--- config.mk ---
export PLATFORM = sky130hd
export DESIGN_NAME = bresenham_line_pixel_generator_unit
export DESIGN_NICKNAME = d
export VERILOG_FILES = /design/src/sv/blpg_pkg.sv /design/src/sv/blpg_ctrl.sv /design/src/sv/blpg_datapath.sv /design/src/sv/bresenham_line_pixel_generator_unit.sv
export SDC_FILE = /design/constraint.sdc
export NUM_CORES = 1
export LEC_CHECK = 0
export BUFFER_PORTS_ARGS = -buffer_cell sky130_fd_sc_hd__clkbuf_2
export CORE_MARGIN = 2
export CORE_UTILIZATION = 41
export CTS_BUF_LIST = sky130_fd_sc_hd__clkbuf_8
export CTS_CLUSTER_DIAMETER = 100
export DETAILED_ROUTE_END_ITERATION = 6
export GPL_TIMING_DRIVEN = 1
export PLACE_DENSITY_LB_ADDON = 0.1
export SYNTH_ARGS = -nofsm -noshare
export SYNTH_HDL_FRONTEND = slang
export SYNTH_SLANG_ARGS = --single-unit
--- constraint.sdc ---
create_clock -name i_clk -period 11.6 [get_ports i_clk]
set_input_delay 1.16 -clock i_clk [delete_from_list [all_inputs] [get_ports i_clk]]
set_output_delay 1.16 -clock i_clk [all_outputs]
set_load 0.05 [all_outputs]
--- src/sv/blpg_pkg.sv ---
`default_nettype none

package blpg_pkg;

    // coordinate width of every endpoint and pixel field
    localparam int COORD_BITS = 12;
    localparam int COLOR_BITS = 16;

    // request command codes
    typedef enum logic {
        CMD_START = 1'b0,
        CMD_STEP  = 1'b1
    } t_command;

    // input request payload
    typedef struct packed {
        t_command                      command;
        logic signed [COORD_BITS-1:0]  start_x;
        logic signed [COORD_BITS-1:0]  start_y;
        logic signed [COORD_BITS-1:0]  end_x;
        logic signed [COORD_BITS-1:0]  end_y;
        logic        [COLOR_BITS-1:0]  color;
    } t_in_item;

    // output pixel payload
    typedef struct packed {
        logic signed [COORD_BITS-1:0]  pixel_x;
        logic signed [COORD_BITS-1:0]  pixel_y;
        logic        [COLOR_BITS-1:0]  pixel_color;
        logic                          pixel_valid;
        logic                          last;
    } t_out_item;

    // controller to datapath commands
    typedef struct packed {
        logic load_start;
        logic do_step;
        logic finish_setup;
    } t_dp_cmd;

endpackage

`default_nettype wire

--- src/sv/blpg_ctrl.sv ---
`default_nettype none

module blpg_ctrl (
    input  wire logic               i_clk,
    input  wire logic               i_rst_n,
    input  wire logic               i_in_valid,
    input  wire blpg_pkg::t_command i_command,
    output logic                    o_in_ready,
    output logic                    o_out_valid,
    input  wire logic               i_out_ready,
    output blpg_pkg::t_dp_cmd       o_cmd
);
    import blpg_pkg::*;

    typedef enum logic [1:0] {
        S_IDLE  = 2'b01,
        S_SETUP = 2'b10
    } t_state;

    t_state r_state, n_state;
    logic   r_out_valid, n_out_valid;
    logic   accept;
    logic   load_out;

    // accept only in idle, when the output slot is empty or draining this cycle
    assign o_in_ready  = (r_state == S_IDLE) && (!r_out_valid || i_out_ready);
    assign accept      = i_in_valid && o_in_ready;
    assign o_out_valid = r_out_valid;

    // datapath commands
    always_comb begin
        o_cmd.load_start   = accept && (i_command == CMD_START);
        o_cmd.do_step      = accept && (i_command == CMD_STEP);
        o_cmd.finish_setup = (r_state == S_SETUP);
    end

    assign load_out = o_cmd.do_step || o_cmd.finish_setup;

    // next state
    always_comb begin
        n_state = r_state;
        case (r_state)
            S_IDLE: begin
                if (o_cmd.load_start) begin
                    n_state = S_SETUP;
                end
            end
            S_SETUP: begin
                n_state = S_IDLE;
            end
            default: begin
                n_state = S_IDLE;
            end
        endcase
    end

    // output slot occupancy
    assign n_out_valid = load_out || (r_out_valid && !i_out_ready);

    always_ff @(posedge i_clk) begin
        if (!i_rst_n) begin
            r_state     <= S_IDLE;
            r_out_valid <= 1'b0;
        end else begin
            r_state     <= n_state;
            r_out_valid <= n_out_valid;
        end
    end

endmodule

`default_nettype wire

--- src/sv/blpg_datapath.sv ---
`default_nettype none

module blpg_datapath (
    input  wire logic                i_clk,
    input  wire logic                i_rst_n,
    input  wire blpg_pkg::t_in_item  i_in_data,
    input  wire blpg_pkg::t_dp_cmd   i_cmd,
    output blpg_pkg::t_out_item      o_out_data
);
    import blpg_pkg::*;

    localparam int W  = COORD_BITS;
    localparam int DW = COORD_BITS + 1;
    localparam int EW = COORD_BITS + 3;

    // line state
    logic signed [W-1:0]  r_cur_x, r_cur_y, r_tgt_x, r_tgt_y;
    logic signed [DW-1:0] r_dx, r_dy;
    logic                 r_x_neg, r_y_neg, r_x_major, r_active;
    logic signed [EW-1:0] r_err, r_inc_neg, r_inc_pos;
    logic [COLOR_BITS-1:0] r_color;
    t_out_item            r_out, n_out;

    // start: ordered endpoints
    logic                 swap_x, swap_y;
    logic signed [W-1:0]  x1, x2, y1, y2;

    // setup: magnitudes and error terms
    logic [DW-1:0]        neg_dx, neg_dy;
    logic [W-1:0]         abs_dx, abs_dy;
    logic                 major;
    logic signed [EW-1:0] tw_dx, tw_dy, err_init, inc_xm, inc_ym;
    logic                 setup_last;

    // step: next position
    logic signed [W-1:0]  x_inc, y_inc, nx, ny;
    logic                 err_neg, step_last;

    // endpoint ordering for horizontal and vertical lines
    always_comb begin
        swap_y = (i_in_data.start_x == i_in_data.end_x) &&
                 (i_in_data.start_y > i_in_data.end_y);
        swap_x = (i_in_data.start_y == i_in_data.end_y) &&
                 (i_in_data.start_x > i_in_data.end_x);
        x1 = swap_x ? i_in_data.end_x   : i_in_data.start_x;
        x2 = swap_x ? i_in_data.start_x : i_in_data.end_x;
        y1 = swap_y ? i_in_data.end_y   : i_in_data.start_y;
        y2 = swap_y ? i_in_data.start_y : i_in_data.end_y;
    end

    // slope setup from the stored deltas
    always_comb begin
        neg_dx   = -r_dx;
        neg_dy   = -r_dy;
        abs_dx   = r_dx[DW-1] ? neg_dx[W-1:0] : r_dx[W-1:0];
        abs_dy   = r_dy[DW-1] ? neg_dy[W-1:0] : r_dy[W-1:0];
        major    = (abs_dx >= abs_dy);
        tw_dx    = $signed({2'b00, abs_dx, 1'b0});
        tw_dy    = $signed({2'b00, abs_dy, 1'b0});
        err_init = major ? (tw_dy - $signed({3'b000, abs_dx}))
                         : (tw_dx - $signed({3'b000, abs_dy}));
        inc_xm   = tw_dy - tw_dx;
        inc_ym   = tw_dx - tw_dy;
        setup_last = major ? (r_cur_x == r_tgt_x) : (r_cur_y == r_tgt_y);
    end

    // one bresenham step
    always_comb begin
        x_inc   = r_cur_x + (r_x_neg ? {W{1'b1}} : W'(1));
        y_inc   = r_cur_y + (r_y_neg ? {W{1'b1}} : W'(1));
        err_neg = r_err[EW-1];
        if (r_x_major) begin
            nx = x_inc;
            ny = err_neg ? r_cur_y : y_inc;
        end else begin
            ny = y_inc;
            nx = err_neg ? r_cur_x : x_inc;
        end
        step_last = r_x_major ? (nx == r_tgt_x) : (ny == r_tgt_y);
    end

    // output pixel selection
    always_comb begin
        n_out = r_out;
        if (i_cmd.finish_setup) begin
            n_out.pixel_x     = r_cur_x;
            n_out.pixel_y     = r_cur_y;
            n_out.pixel_color = r_color;
            n_out.pixel_valid = 1'b1;
            n_out.last        = setup_last;
        end else if (i_cmd.do_step) begin
            if (r_active) begin
                n_out.pixel_x     = nx;
                n_out.pixel_y     = ny;
                n_out.pixel_color = r_color;
                n_out.pixel_valid = 1'b1;
                n_out.last        = step_last;
            end else begin
                n_out = '0;
            end
        end
    end

    // line payload registers
    always_ff @(posedge i_clk) begin
        r_out <= n_out;
        if (i_cmd.load_start) begin
            r_cur_x <= x1;
            r_cur_y <= y1;
            r_tgt_x <= x2;
            r_tgt_y <= y2;
            r_dx    <= {x2[W-1], x2} - {x1[W-1], x1};
            r_dy    <= {y2[W-1], y2} - {y1[W-1], y1};
            r_color <= i_in_data.color;
        end else if (i_cmd.finish_setup) begin
            r_x_neg   <= r_dx[DW-1];
            r_y_neg   <= r_dy[DW-1];
            r_x_major <= major;
            r_err     <= err_init;
            r_inc_pos <= major ? tw_dy : tw_dx;
            r_inc_neg <= major ? inc_xm : inc_ym;
        end else if (i_cmd.do_step && r_active) begin
            r_cur_x <= nx;
            r_cur_y <= ny;
            r_err   <= r_err + (err_neg ? r_inc_pos : r_inc_neg);
        end
    end

    // line activity
    always_ff @(posedge i_clk) begin
        if (!i_rst_n) begin
            r_active <= 1'b0;
        end else if (i_cmd.finish_setup) begin
            r_active <= !setup_last;
        end else if (i_cmd.do_step && r_active && step_last) begin
            r_active <= 1'b0;
        end
    end

    assign o_out_data = r_out;

endmodule

`default_nettype wire

--- src/sv/bresenham_line_pixel_generator_unit.sv ---
// channel   | direction | handshake                 | payload
// ----------+-----------+---------------------------+---------------------
// in        | input     | i_in_valid / o_in_ready   | i_in_data  (t_in_item)
// out       | output    | o_out_valid / i_out_ready | o_out_data (t_out_item)
//
// a step pixel is registered; steps run one per clock while the output drains
// a start request runs delta capture, then the slope setup register stage
// the output register frees the input side as soon as the held pixel is taken
// a stalled output holds its pixel and blocks new requests until taken
// synchronous active-low reset clears the controller and any active line
`default_nettype none

module bresenham_line_pixel_generator_unit (
    input  wire logic                i_clk,
    input  wire logic                i_rst_n,
    input  wire logic                i_in_valid,
    output logic                     o_in_ready,
    input  wire blpg_pkg::t_in_item  i_in_data,
    output logic                     o_out_valid,
    input  wire logic                i_out_ready,
    output blpg_pkg::t_out_item      o_out_data
);
    import blpg_pkg::*;

    t_dp_cmd dp_cmd;

    // sequencing and handshake control
    blpg_ctrl u_ctrl (
        .i_clk       (i_clk),
        .i_rst_n     (i_rst_n),
        .i_in_valid  (i_in_valid),
        .i_command   (i_in_data.command),
        .o_in_ready  (o_in_ready),
        .o_out_valid (o_out_valid),
        .i_out_ready (i_out_ready),
        .o_cmd       (dp_cmd)
    );

    // line state and pixel arithmetic
    blpg_datapath u_dp (
        .i_clk      (i_clk),
        .i_rst_n    (i_rst_n),
        .i_in_data  (i_in_data),
        .i_cmd      (dp_cmd),
        .o_out_data (o_out_data)
    );

endmodule

`default_nettype wire

==> flow_summary_export.csv <==
group,metric,value,unit
outcome,outcome,"finished, final reports clean",
timing,hold_viol_final,0,
routing,drtAntennaViolNets,0,
worst_setup_path,cp_slowest_cell,"edfxtp_1",
yosys,yosysWarnings,0,
timing,fin_setup_tns,0,ns
pwr,p_sw,0.736,mW
pwr,ir_drop,0.0827,mV
yosys,synth_fp_nets,1697,
timing,period_needed,6.06,ns
timing,clock.fmax,165,MHz
grt,grt_usage,21.7,%
final_layout,fillers,3334,
yosys,synth_top_area_cell,"edfxtp_1",
worst_setup_path,crit_arrival,6.33,ns
yosys,synth.avg_cell_area,9.34,um2
grt,grt-ovfl-total,0,
yosys,ys_seq_elements,178,
grt,grt_pass1_wl,61000,um
yosys,synth_area,14100,um2
pwr,p_sw_share,37.9,%
worst_setup_path,path_common_cell,"inv_1",
yosys,netlist_top_cells_area,"edfxtp_1, ha_1, xnor2_1",
yosys,postSynthCellCount,1514,
worst_setup_path,crit_type,"register to register",
final_layout,post-route-util,46.2,%
worst_setup_path,max_stage_delay,0.54,ns
run,cap_violations,0,
routing,wl,38800,um
worst_setup_path,endpoint_kind,"register",
pwr,p_leak,6.22,nW
yosys,synth_top_area_share,36.8,%
worst_setup_path,required,11.87,ns
pwr,p_total,1.94,mW
final_layout,area_delta_synth_final,10.0,%
timing,skew,0.0158,ns
final_layout,diodes,0,
die,core_area,33700,um2
worst_setup_path,worstPathMaxFanout,50,
die,die_area,36000,um2
worst_setup_path,worstPathCellList,"inv_1, ha_1, nand2_1, o31ai_1, nand2_1, xnor2_1, inv_1, ha_1, nand4_1, or3_1, a31o_2, o211a_1, inv_1, buf_4, mux2i_1, a311oi_1, o311ai_0, a32oi_1, xor2_1",
worst_setup_path,worst_setup_path_start_kind,"register",
yosys,synth_enable_flop_cells,173,
routing,avgRoutedWirePerCell,18.8,um
final_layout,layout.nets,1785,
cts,cts.path.max_buffers,2,
final_layout,final_cell_mix,"nand2_1, edfxtp_1, o21ai_0",
die,initial_core_util,41.9,%
pwr,seqPwrFrac,40.3,%
worst_setup_path,critical-path-top-delay-family,"compound AO/OA/AOI/OAI gates",
cts,postCtsSetupRepairBufs,0,
die,row_count,67,
routing,drc,0,
cts,hold_buffers,0,
yosys,ys_types,96,
yosys,async_reset_ff_share,0,%
worst_setup_path,critical_path_buf_inv_count,4,
cts,cts-root-buf,"clkbuf_8",
cts,clock_latency,0.51,ns
die,die_w,190,um
die,io_pins,113,
routing,vias,11600,
routing,drtIter0Drc,846,
grt,antenna_found_initial,1,
pwr,power.density,125,nW/um2
routing,drtPass1Iterations,6,
grt,grt_max_degree,77,
grt,grt_pass1_vias,11000,
placed_design,gp_congestion,0.913,
yosys,seq_area_frac_synth,37.5,%
pwr,internal_power,1.21,mW
cts,htree_levels,4,
cts,cts_tree,"built",
timing,report.final.slew_viol_count,0,
pwr,p_clk_share,24.3,%
cts,path_clk_slew,0.12,ns
yosys,ys.flop_type,"edfxtp_1",
cts,cts_resized,0,
timing,final.period_utilization,52.3,%
placed_design,hpwl,30100,um
routing,avgViaCountPerCell,5.60,
hold_path,min_path_type,"register to register",
final_layout,layout_commonest_cell,"nand2_1",
timing,setup_viol,0,
die,die_h,190,um
pwr,p_comb_share,35.5,%
final_layout,drive_above_1_share,12.9,%
timing,max_slew.worst_pin.slew,1.04,ns
cts,cts_made_buffers,17,
timing,grt_setup_unrepaired,"no",
timing,slew_headroom,30.5,%
cts,cts.sinks,178,
placed_design,io_buffer_count,112,
-- through the flow --
step	setup WS [ns]	cell area, um2	hold WS, ns	instances
6_report	5.54	15600	0.483	2063
3_3_place_gp	5.67	15100	0.449	2031
2_1_floorplan	6.31	14100	0.441	1514
4_1_cts	5.54	15600	0.480	2063
3_5_place_dp	5.57	15100	0.451	2031
5_1_grt	4.99	15600	0.506	2063
-- Yosys cell counts (16+ instances only) --
library cell  number
a21oi_1           91
xnor2_1           85
nand3_1           28
edfxtp_1         173
a211oi_1          19
nor2b_1           23
o21ai_0          120
inv_1             89
a21o_1            22
and3_1            19
nand2b_1          24
ha_1             107
nor2_1            79
a31oi_1           17
o31ai_1           16
mux2i_1           26
clkbuf_1          40
xor2_1            49
nor3_1            22
and2_1            27
nand2_1          183
-- kinds of logic (layout without fill, tap and decap cells) --
group                      Yosys count  count (layout)  share of synthesized area (%)
and+or+nand+nor                    491             491                           17.4
AOI/OAI and AO/OA                  409             409                           19.0
DFF                                178             178                           37.5
buffers and inverters              146             247                           4.18
xor gates and xnor gates           135             135                           8.46
adders and majority gates          114             114                           10.5
muxes                               41              41                           3.05
-- registers in the layout (all words and copies together), names as in the netlist --
signal and count:
u_dp.r_active 1, u_dp.r_inc_pos 12, u_dp.r_dx 13, u_dp.r_dy 13, u_dp.o_out_data 42, u_dp.r_cur_y 12
u_dp.r_err 14, u_ctrl.r_state 2, u_dp.r_x_major 1, u_dp.r_tgt_x 12, u_dp.r_y_neg 1, u_dp.r_x_neg 1
u_dp.r_inc_neg 13, u_dp.r_cur_x 12, u_dp.r_color 16, u_ctrl.o_out_valid 1, u_dp.r_tgt_y 12
-- final timing paths --
check | startpoint | end | slack [ns] | cells after the start
min | u_dp.o_out_data[1] | u_dp.o_out_data[1] | 0.48 | 1
min reg2reg | u_dp.o_out_data[1] | u_dp.o_out_data[1] | 0.48 | 1
max reg2reg | u_dp.r_dx[0] | u_dp.r_inc_neg[12] | 5.54 | 19
max | u_dp.r_dx[0] | u_dp.r_inc_neg[12] | 5.54 | 19
-- layout make-up --
cell class	count	area, um2	share of cell area (%)
Timing Repair Buffer	125	658	4.23
Multi-Input combinational cell	1190	8260	53.1
Tap cell	448	561	3.60
Clock inverter	15	205	1.32
Inverter	90	339	2.18
Sequential cell	178	5300	34.0
Clock buffer	17	234	1.50
-- routing by layer --
metal,up-vias,global-route usage (%),share of wire [%]
li1,5741,-,-
met4,2,5.90,1.9
met1,5505,31.2,49
met2,268,34.1,45
met5,-,0,0.033
met3,47,3.30,4.4
-- power by group through the flow --
stage               clock network (mW)  registers (mW)  logic [mW]
floorplan                            0           0.811       0.490
global placement                     0           0.796       0.679
detailed placement                   0           0.797       0.682
CTS                              0.486           0.782       0.685
global route                     0.509           0.786       0.765
finish                           0.472           0.782       0.689
Note: power is estimated with default switching activity, not from simulation.
